--- config.mk ---
export PLATFORM = sky130hd
export DESIGN_NAME = line_editor_with_word_wrap_unit
export DESIGN_NICKNAME = d
export VERILOG_FILES = /design/src/hdl/lew_pkg.sv /design/src/hdl/line_editor_with_word_wrap_unit.sv /design/src/hdl/lew_ram.sv
export SDC_FILE = /design/constraint.sdc
export NUM_CORES = 1
export LEC_CHECK = 0
export ABC_AREA = 0
export ABC_CLOCK_PERIOD_IN_PS = 3510
export BUFFER_PORTS_ARGS = -buffer_cell sky130_fd_sc_hd__buf_2
export CORE_MARGIN = 8
export CORE_UTILIZATION = 59
export CTS_BUF_LIST = sky130_fd_sc_hd__clkbuf_2
export CTS_CLUSTER_DIAMETER = 200
export DETAILED_ROUTE_END_ITERATION = 6
export GPL_TIMING_DRIVEN = 0
export HOLD_SLACK_MARGIN = 0.15
export PLACE_DENSITY_LB_ADDON = 0.15
export REMOVE_ABC_BUFFERS = 1
export SETUP_SLACK_MARGIN = 0.15
export SLEW_MARGIN = 5
export SYNTH_ARGS = -nofsm -noshare
export SYNTH_HDL_FRONTEND = slang
export SYNTH_SLANG_ARGS = --single-unit
--- constraint.sdc ---
create_clock -name i_clk -period 3.51 [get_ports i_clk]
set_clock_uncertainty 0.05 [all_clocks]
set_input_delay 0.351 -clock i_clk [delete_from_list [all_inputs] [get_ports i_clk]]
set_output_delay 0.351 -clock i_clk [all_outputs]
set_load 0.01 [all_outputs]
--- src/hdl/lew_pkg.sv ---
`default_nettype none
// -----------------------------------------------------------------------------
// lew_pkg: shared constants for the line editor with word wrap
// Holds line size, byte codes, register indexes and output sequence kinds.
// -----------------------------------------------------------------------------
package lew_pkg;

    localparam int LINE_CHARS = 40;
    localparam int LEN_W      = 7;
    localparam int IDX_W      = $clog2(LINE_CHARS);

    localparam logic [7:0] C_BEL = 8'd7;
    localparam logic [7:0] C_LF  = 8'd10;
    localparam logic [7:0] C_CR  = 8'd13;
    localparam logic [7:0] C_ESC = 8'd27;
    localparam logic [7:0] C_SP  = 8'h20;
    localparam logic [7:0] C_TIL = 8'h7E;
    localparam logic [7:0] C_LBR = 8'h5B;
    localparam logic [7:0] C_D   = 8'h44;
    localparam logic [7:0] C_K   = 8'h4B;
    localparam logic [7:0] C_2   = 8'h32;
    localparam logic [7:0] C_0   = 8'h30;

    localparam logic [1:0] REG_ERASE = 2'd0;
    localparam logic [1:0] REG_KILL  = 2'd1;
    localparam logic [1:0] REG_WERA  = 2'd2;
    localparam logic [1:0] REG_END   = 2'd3;

    // Sequences emitted by the output sequencer
    typedef enum logic [2:0] {
        SEQ_ONE,    // single byte
        SEQ_LEFT,   // ESC [ n D ESC [ K
        SEQ_KILL,   // ESC [ 2 K CR
        SEQ_MOVE,   // ESC [ w D ESC [ K LF then line
        SEQ_WRAP    // LF then byte
    } t_seq;

endpackage : lew_pkg
`default_nettype wire

--- src/hdl/line_editor_with_word_wrap_unit.sv ---
`default_nettype none
// -----------------------------------------------------------------------------
// line_editor_with_word_wrap_unit: keyboard line editor with word wrap
// Keeps the current line in a RAM and emits the terminal bytes for each key.
// -----------------------------------------------------------------------------
// Order: a taken key is decoded in ST_DEC, a word erase or a wrap then scans in
//   ST_SCAN, and the output words are registered in ST_OUT (and ST_RD for a move).
// Flow: the line RAM is scanned one entry per read (up to 40 entries), escape words
//   go out one a cycle while the output is not stalled, and moved line words go out
//   as each is read back; the input is not ready until the whole key is done.
// Reset: synchronous active low; line empty, codes 127/21/23/4.
module line_editor_with_word_wrap_unit (
    input  wire logic       i_clk,
    input  wire logic       i_rst_n,
    input  wire logic       s_axis_tvalid,
    output logic            s_axis_tready,
    input  wire logic [7:0] s_axis_tdata,   // [7:0] key_byte
    output logic            m_axis_tvalid,
    input  wire logic       m_axis_tready,
    output logic      [7:0] m_axis_tdata,   // [7:0] echo_byte
    output logic            m_axis_tlast,   // run_last
    output logic            m_axis_tuser,   // session_end
    input  wire logic       i_cfg_we,
    input  wire logic [1:0] i_cfg_idx,
    input  wire logic [7:0] i_cfg_data
);
    import lew_pkg::*;

    typedef enum logic [2:0] {ST_IDLE, ST_DEC, ST_SCAN, ST_OUT, ST_RD} t_state;

    t_state           r_state;
    t_seq             r_seq;
    logic [7:0]       r_erase, r_kill, r_wera, r_end, r_key, r_byte;
    logic [LEN_W-1:0] r_len, r_i, r_cnt, r_wl, r_ws, r_k;
    logic [1:0]       r_phase;      // scan phase: 1 = spaces, 2 = word (word erase), 3 = word (wrap), 0 = done
    logic [3:0]       r_pos;
    logic             r_flag, r_end_out, r_busy;
    logic             r_mv_we;
    logic [IDX_W-1:0] r_mv_addr;
    logic [7:0]       r_mv_data;

    logic             ram_we;
    logic [IDX_W-1:0] ram_waddr, ram_raddr;
    logic [7:0]       ram_wdata, ram_rdata;
    logic [LEN_W-1:0] scan_idx;
    logic [LEN_W-1:0] mv_src;

    // Number digits for a count below 100
    logic [3:0] tens, ones;
    always_comb begin
        tens = 4'd0;
        for (int t = 1; t < 10; t++) begin
            if (r_cnt >= LEN_W'(t * 10)) tens = 4'(t);
        end
        ones = 4'(r_cnt - LEN_W'(tens) * LEN_W'(10));
    end

    // Line RAM
    lew_ram #(.WIDTH(8), .DEPTH(LINE_CHARS)) u_ram (
        .i_clk  (i_clk),
        .i_we   (ram_we),
        .i_waddr(ram_waddr),
        .i_wdata(ram_wdata),
        .i_raddr(ram_raddr),
        .o_rdata(ram_rdata)
    );

    assign s_axis_tready = (r_state == ST_IDLE);
    assign scan_idx      = r_i - LEN_W'(1);
    assign mv_src        = r_ws + r_k;
    assign ram_raddr     = (r_state == ST_OUT || r_state == ST_RD) ?
                           mv_src[IDX_W-1:0] : scan_idx[IDX_W-1:0];

    // Write port: store a key or move a word down
    always_comb begin
        ram_we    = 1'b0;
        ram_waddr = r_len[IDX_W-1:0];
        ram_wdata = r_key;
        if (r_state == ST_DEC && r_key >= C_SP && r_key <= C_TIL &&
            r_len < LEN_W'(LINE_CHARS)) begin
            ram_we = 1'b1;
        end else if (r_mv_we) begin
            ram_we    = 1'b1;
            ram_waddr = r_mv_addr;
            ram_wdata = r_mv_data;
        end
    end

    // Sequencer: decode, scan, emit
    always_ff @(posedge i_clk) begin
        r_mv_we <= 1'b0;
        if (!i_rst_n) begin
            r_state   <= ST_IDLE;
            r_erase   <= 8'd127;
            r_kill    <= 8'd21;
            r_wera    <= 8'd23;
            r_end     <= 8'd4;
            r_len     <= '0;
            m_axis_tvalid <= 1'b0;
            r_mv_we   <= 1'b0;
        end else begin
            if (i_cfg_we) begin
                unique case (i_cfg_idx)
                    REG_ERASE: r_erase <= i_cfg_data;
                    REG_KILL:  r_kill  <= i_cfg_data;
                    REG_WERA:  r_wera  <= i_cfg_data;
                    REG_END:   r_end   <= i_cfg_data;
                    default:   ;
                endcase
            end
            unique case (r_state)
                ST_IDLE: begin
                    if (s_axis_tvalid) begin
                        r_key   <= s_axis_tdata;
                        r_state <= ST_DEC;
                    end
                end
                ST_DEC: begin
                    r_pos     <= '0;
                    r_end_out <= 1'b0;
                    r_seq     <= SEQ_ONE;
                    r_byte    <= C_BEL;
                    r_state   <= ST_OUT;
                    if (r_key < C_SP || r_key > C_TIL) begin
                        if (r_key == r_erase) begin
                            if (r_len != '0) begin
                                r_len <= r_len - LEN_W'(1);
                                r_cnt <= LEN_W'(1);
                                r_seq <= SEQ_LEFT;
                                r_flag <= 1'b0;
                            end
                        end else if (r_key == r_kill) begin
                            if (r_len != '0) begin
                                r_len <= '0;
                                r_seq <= SEQ_KILL;
                            end
                        end else if (r_key == r_wera) begin
                            if (r_len != '0) begin
                                r_i     <= r_len;
                                r_phase <= 2'd1;
                                r_busy  <= 1'b1;
                                r_state <= ST_SCAN;
                            end
                        end else if (r_key == r_end) begin
                            if (r_len == '0) begin
                                r_byte    <= C_LF;
                                r_end_out <= 1'b1;
                            end
                        end else if (r_key == C_CR || r_key == C_LF) begin
                            r_len  <= '0;
                            r_byte <= C_LF;
                        end
                    end else if (r_len < LEN_W'(LINE_CHARS)) begin
                        r_len  <= r_len + LEN_W'(1);
                        r_byte <= r_key;
                    end else if (r_key == C_SP) begin
                        r_len  <= '0;
                        r_byte <= C_LF;
                    end else begin
                        // Find start of last word, beginning before last char
                        r_i     <= r_len - LEN_W'(1);
                        r_phase <= 2'd3;
                        r_busy  <= 1'b1;
                        r_state <= ST_SCAN;
                    end
                end
                ST_SCAN: begin
                    // r_busy: address presented, data next cycle
                    if (r_busy) begin
                        r_busy <= 1'b0;
                        if (r_i == '0) begin
                            r_busy  <= 1'b1;
                            r_state <= ST_SCAN;
                            r_phase <= 2'd0;
                        end
                    end else begin
                        r_busy <= 1'b1;
                        if (r_phase == 2'd1) begin
                            if (ram_rdata == C_SP) r_i <= r_i - LEN_W'(1);
                            else r_phase <= 2'd2;
                        end else if (r_phase == 2'd2 || r_phase == 2'd3) begin
                            if (ram_rdata != C_SP) r_i <= r_i - LEN_W'(1);
                            else r_phase <= 2'd0;
                        end
                    end
                    if (r_phase == 2'd0 || (r_busy && r_i == '0)) begin
                        r_pos   <= '0;
                        r_busy  <= 1'b0;
                        r_state <= ST_OUT;
                        if (r_key == r_wera && (r_key < C_SP || r_key > C_TIL)) begin
                            r_len <= r_i;
                            r_cnt <= r_len - r_i;
                            r_seq <= SEQ_LEFT;
                            r_flag <= 1'b1;
                        end else if (r_i == '0) begin
                            r_seq <= SEQ_WRAP;
                            r_len <= LEN_W'(1);
                            r_mv_we   <= 1'b1;
                            r_mv_addr <= '0;
                            r_mv_data <= r_key;
                        end else begin
                            r_seq  <= SEQ_MOVE;
                            r_ws   <= r_i;
                            r_wl   <= r_len - r_i;
                            r_cnt  <= r_len - r_i;
                            r_flag <= 1'b1;
                            r_k    <= '0;
                        end
                    end
                end
                ST_OUT: begin
                    // Emit one word per cycle when the output is free
                    if (!m_axis_tvalid || m_axis_tready) begin
                        m_axis_tvalid <= 1'b1;
                        m_axis_tuser  <= 1'b0;
                        m_axis_tlast  <= 1'b0;
                        r_pos <= r_pos + 4'd1;
                        unique case (r_seq)
                            SEQ_ONE: begin
                                m_axis_tdata <= r_byte;
                                m_axis_tuser <= r_end_out;
                                m_axis_tlast <= 1'b1;
                                r_state <= ST_IDLE;
                            end
                            SEQ_KILL: begin
                                case (r_pos)
                                    4'd0: m_axis_tdata <= C_ESC;
                                    4'd1: m_axis_tdata <= C_LBR;
                                    4'd2: m_axis_tdata <= C_2;
                                    4'd3: m_axis_tdata <= C_K;
                                    default: begin
                                        m_axis_tdata <= C_CR;
                                        m_axis_tlast <= 1'b1;
                                        r_state <= ST_IDLE;
                                    end
                                endcase
                            end
                            SEQ_WRAP: begin
                                if (r_pos == 4'd0) begin
                                    m_axis_tdata <= C_LF;
                                end else begin
                                    m_axis_tdata <= r_key;
                                    m_axis_tlast <= 1'b1;
                                    r_state <= ST_IDLE;
                                end
                            end
                            default: begin
                                // Left-clear with optional count; for a move, then LF and copy the word down
                                case (r_pos)
                                    4'd0, 4'd4: m_axis_tdata <= C_ESC;
                                    4'd1, 4'd5: m_axis_tdata <= C_LBR;
                                    4'd2: begin
                                        if (!r_flag) begin
                                            m_axis_tdata <= C_D;
                                            r_pos <= 4'd4;
                                        end else if (tens != 4'd0) begin
                                            m_axis_tdata <= C_0 + 8'(tens);
                                        end else begin
                                            m_axis_tdata <= C_0 + 8'(ones);
                                            r_pos <= 4'd8;
                                        end
                                    end
                                    4'd3: begin
                                        m_axis_tdata <= C_0 + 8'(ones);
                                        r_pos <= 4'd8;
                                    end
                                    4'd8: begin
                                        m_axis_tdata <= C_D;
                                        r_pos <= 4'd4;
                                    end
                                    4'd6: begin
                                        m_axis_tdata <= C_K;
                                        if (r_seq == SEQ_LEFT) begin
                                            m_axis_tlast <= 1'b1;
                                            r_state <= ST_IDLE;
                                        end
                                    end
                                    default: begin
                                        // LF, then copy word down and emit line
                                        m_axis_tdata <= C_LF;
                                        r_k   <= '0;
                                        r_state <= ST_RD;
                                        r_busy  <= 1'b0;
                                    end
                                endcase
                            end
                        endcase
                    end
                end
                ST_RD: begin
                    // r_k < r_wl: read ws+k, write at k, emit; then new char
                    if (!r_busy) begin
                        r_busy <= 1'b1;
                    end else if (!m_axis_tvalid || m_axis_tready) begin
                        r_busy <= 1'b0;
                        m_axis_tvalid <= 1'b1;
                        m_axis_tuser  <= 1'b0;
                        m_axis_tlast  <= 1'b0;
                        r_mv_we   <= 1'b1;
                        r_mv_addr <= r_k[IDX_W-1:0];
                        if (r_k == r_wl) begin
                            m_axis_tdata <= r_key;
                            m_axis_tlast <= 1'b1;
                            r_mv_data    <= r_key;
                            r_len        <= r_wl + LEN_W'(1);
                            r_state      <= ST_IDLE;
                        end else begin
                            m_axis_tdata <= ram_rdata;
                            r_mv_data    <= ram_rdata;
                            r_k          <= r_k + LEN_W'(1);
                        end
                    end
                end
                default: r_state <= ST_IDLE;
            endcase
            if (m_axis_tvalid && m_axis_tready &&
                !(r_state == ST_OUT) && !(r_state == ST_RD && r_busy)) begin
                m_axis_tvalid <= 1'b0;
            end
        end
    end
endmodule : line_editor_with_word_wrap_unit
`default_nettype wire

--- src/hdl/lew_ram.sv ---
`default_nettype none
// -----------------------------------------------------------------------------
// lew_ram: generic single-port-write, one-read RAM
// Write at one address, registered read at another.
// -----------------------------------------------------------------------------
module lew_ram #(
    parameter int WIDTH = 8,
    parameter int DEPTH = 40
) (
    input  wire logic                     i_clk,
    input  wire logic                     i_we,
    input  wire logic [$clog2(DEPTH)-1:0] i_waddr,
    input  wire logic [WIDTH-1:0]         i_wdata,
    input  wire logic [$clog2(DEPTH)-1:0] i_raddr,
    output logic      [WIDTH-1:0]         o_rdata
);
    logic [WIDTH-1:0] r_mem [DEPTH];

    // Write and registered read
    always_ff @(posedge i_clk) begin
        if (i_we) begin
            r_mem[i_waddr] <= i_wdata;
        end
        o_rdata <= r_mem[i_raddr];
    end
endmodule : lew_ram
`default_nettype wire

==> out/results.txt <==
RSZ-0062 raised after global routing - yes
Routability Congestion - 0.961
CP max stage cell - or4_1
Critical Path RT - 4460 ps
dpl cells - 2,155
worst hold margin - 234 ps
Initial Util - 59.6%
Setup crit end kind - flip-flop
prevailing post-synth register cell - edfxtp_1
Setup CP Type - flip-flop to flip-flop
post-place setup slack - -1970 ps
fin crit period - 3390 ps
WL final - 60,600 um
Pwr Total - 16.5 mW
Hold WC Path Type - input port to flip-flop
Tot GR Track Use - 27.0%
via/cell ratio - 6.49
max cap viols - 0
Synth area leader - edfxtp_1
register area - 13,200 um^2
DR iter-0 viols - 1,769
fillcell total - 2,577
Num Clock Sinks - 458
period utilization - 96.5%
sequential-to-total area share from yosys stat - 60.9%
synthesis-stage register bit count - 458
fin. max-slew vios - 0
crit path DAT - 4330 ps
Ports - 35
DIE HEIGHT - 208 um
Worst-path clk slew - 100 ps
Highest Signal Layer - met4
status - complete, but fails checks
CP delay by family, top - compound AO/OA/AOI/OAI gates
Core Box Area - 36,400 um^2
Final Cell Area - 25,200 um^2
YS warnings - 0
fin nets - 1,979
worst min-delay path startpoint - i_rst_n
r2r setup slk - 120 ps
maximum fanout along the worst path - 8
met2 wire length - 29,300 um
Multi-input gate area - 8640 um^2
GRT overflow - 0
worst vdd ir - 0.000352 V
reg-to-reg endpoint - u_ram.o_rdata[7]$_DFF_P_
share of layout cells above drive strength 1 - 23.7%
Buffers on Ports - 34
largest stage delay on the critical path - 570 ps
routed wl met3 - 5520 um
met1 WL - 23,100 um
Post-synth ARST share - 0%
ranking of synthesized cells by area - edfxtp_1 56%, dfxtp_1 4.8%, nand2_1 3.6%, mux4_2 3.3%, mux2i_1 2.6%
Vias - 16,100
wire per inst - 24.5 um
leakage - 8.94 nW
PwrDens - 656 nW/um^2
EDFF count, synth - 406
vias in the first global route - 15,600
actual slew at the worst max-slew pin - 1250 ps
crit path cell chain - ha_2 > fa_2 > xnor2_4 > o21a_2 > a2111oi_0 > or4_1 > a22oi_1 > o211a_1
Area Overhead vs Synth - 16.0%
dpl hpwl - 35,400 um
CTS root buffer - clkbuf_2
setup TNS - 0 ps
Reg-to-Reg Start - r_k[0]$_SDFFCE_PN0P_
Core Rows - 70
Synth cell types - 81
synthesized area - 21,700 um^2
# DRC - 1
DRT antenna net count - 0
FF-to-FF path depth - 8
CTS tree - built
die area - 43,200 um^2
Post-Synthesis Cells - 1,758
Worst Setup Slack, final - 122 ps
final cell count without fillers - 2,480
Worst Hold End - r_kill[2]$_SDFFE_PN1P_
Die X - 208 um
max frequency - 295 MHz
Finish-stage setup viols - 0
CTS Buf Count - 110
slew margin rel. - 16.1%
DP Area - 22,300 um^2
# H-tree levels - 3
failing checks - DRC
Avg Inst Size Synth - 12.4 um^2
top cell type's share of synthesized area - 56.1%
largest net degree at the start of global routing - 41
First-pass DRT Iterations - 7
Critical Path Source Type - flip-flop
Finished Core Util - 69.2%
first-pass GRT wire length - 90,700 um
Final Hold Fails - 0
Max Buffers Root-to-Sink - 3
Skew-Pair Late Insertion Delay - 1070 ps
WP buf/inv - 0
Worst Hold Path Cells - 3
antenna violations before repair - 1
==> cells by family (layout without fill, tap and decap cells) <==
group | after synthesis | in the layout | share of synthesized area (%)
buffers and inverters | 151 | 394 | 3.06
flip-flops | 458 | 458 | 60.9
other | 1 | 2 | 0.0173
AO/OA/AOI/OAI | 341 | 348 | 11.2
AND/OR/NAND/NOR | 610 | 613 | 13.8
adder cells (fa/ha/maj) | 27 | 27 | 1.65
multiplexers | 98 | 98 | 6.41
XOR/XNOR | 72 | 72 | 2.97
==> sequential cells by signal, summed over array words and instances, names as in the netlist, 2 cells and up <==
signal	count
m_axis_tdata	8
r_byte	8
r_cnt	7
r_end	8
r_erase	8
r_i	7
r_k	7
r_key	8
r_kill	8
r_len	7
r_mv_addr	6
r_mv_data	8
r_phase	2
r_pos	4
r_seq	3
r_state	3
r_wera	8
r_wl	7
r_ws	6
u_ram.o_rdata	8
u_ram.r_mem	320
==> layout by cell type, fill, tap and decap left out, drive strengths merged, types with 9 or more instances in the layout <==
cell type / synthesis / final
edfxtp: 406 / 406
nor2b: 10 / 10
mux2i: 56 / 56
clkinv: 0 / 14
inv: 32 / 36
nor2: 111 / 111
and3: 58 / 58
a31oi: 9 / 9
a311oi: 20 / 20
a21o: 8 / 10
nand4: 12 / 12
dfxtp: 52 / 52
o211ai: 10 / 10
or4: 9 / 9
ha: 23 / 23
a2111oi: 33 / 33
xnor2: 46 / 46
clkbuf: 71 / 173
a22oi: 13 / 13
nand2: 208 / 209
mux2: 10 / 10
and2: 19 / 19
dlygate4sd3: 0 / 47
nand3: 52 / 53
nor4: 19 / 19
mux4: 32 / 32
a32oi: 15 / 15
buf: 48 / 121
nand2b: 54 / 54
o21ai: 51 / 51
xor2: 25 / 25
a211oi: 44 / 44
a21oi: 69 / 69
nor3: 22 / 22
==> power by group <==
part | total (mW) | switching (mW) | internal [mW]
logic | 6.24 | 3.84 | 2.40
registers | 6.81 | 0.420 | 6.39
clock network | 3.47 | 2.09 | 1.38
==> worst max-delay path by stage <==
stage | from | end | slack [ps] | depth (start not counted)
final | r_k[0]$_SDFFCE_PN0P_ | u_ram.o_rdata[7]$_DFF_P_ | 120 | 8
after global routing | r_key[7]$_DFFE_PP_ | u_ram.r_mem[36][7]$_DFFE_PP_ | 50 | 8
after CTS | r_len[3]$_SDFFE_PN0P_ | u_ram.r_mem[29][2]$_DFFE_PP_ | 40 | 6
after detailed placement | r_k[0]$_SDFFCE_PN0P_ | u_ram.o_rdata[6]$_DFF_P_ | -1970 | 8
after global placement | r_state[2]$_SDFFE_PN0P_ | u_ram.o_rdata[1]$_DFF_P_ | -4240 | 7
after floorplan | r_state[2]$_SDFFE_PN0P_ | u_ram.o_rdata[0]$_DFF_P_ | -1360 | 7
==> per-layer routing <==
metal / global-route usage [%] / vias up
met5: 0 / -
met2: 44.1 / 927
met1: 33.7 / 7806
met3: 6.03 / 193
met4: 13.2 / 0
li1: - / 7160
==> Yosys cell counts (12+ instances only) <==
library cell	number
mux4_2	32
clkbuf_1	70
dfxtp_1	52
buf_2	32
a32oi_1	15
a21oi_1	69
and3_1	58
nand3_1	51
a2111oi_0	33
o21ai_0	49
xor2_1	25
nand4_1	12
inv_1	32
and2_1	19
nor4_1	19
nor2_1	109
nor3_1	21
nand2_1	207
ha_1	23
mux2i_1	56
a311oi_1	20
xnor2_1	46
edfxtp_1	406
a22oi_1	13
a211oi_1	44
nand2b_1	54
==> area by class of cell <==
type	instances	area share, %
Sequential cell	458	52.5
Multi-Input combinational cell	1159	34.3
Timing Repair inverter	1	0.0199
Tap cell	468	2.32
Timing Repair Buffer	168	6.41
Antenna cell	1	0.00993
Clock buffer	173	3.44
Inverter	32	0.492
Clock inverter	20	0.477
==> timing repair <==
item	CTS	global route
pin swaps	13	14
setup buffers	41	32
resized for setup	125	35
hold buffers	47	0
setup endpoints to repair	709	520
endpoints found under the hold margin	88	0
cloned	10	1
==> worst register-to-register path: stages (launching register included) <==
cell and delay [ps]:
edfxtp_1 490, ha_2 260, fa_2 460, xnor2_4 390, o21a_2 400, a2111oi_0 130
or4_1 580, a22oi_1 350, o211a_1 220
No activity file was read; power rests on OpenSTA's default activity.
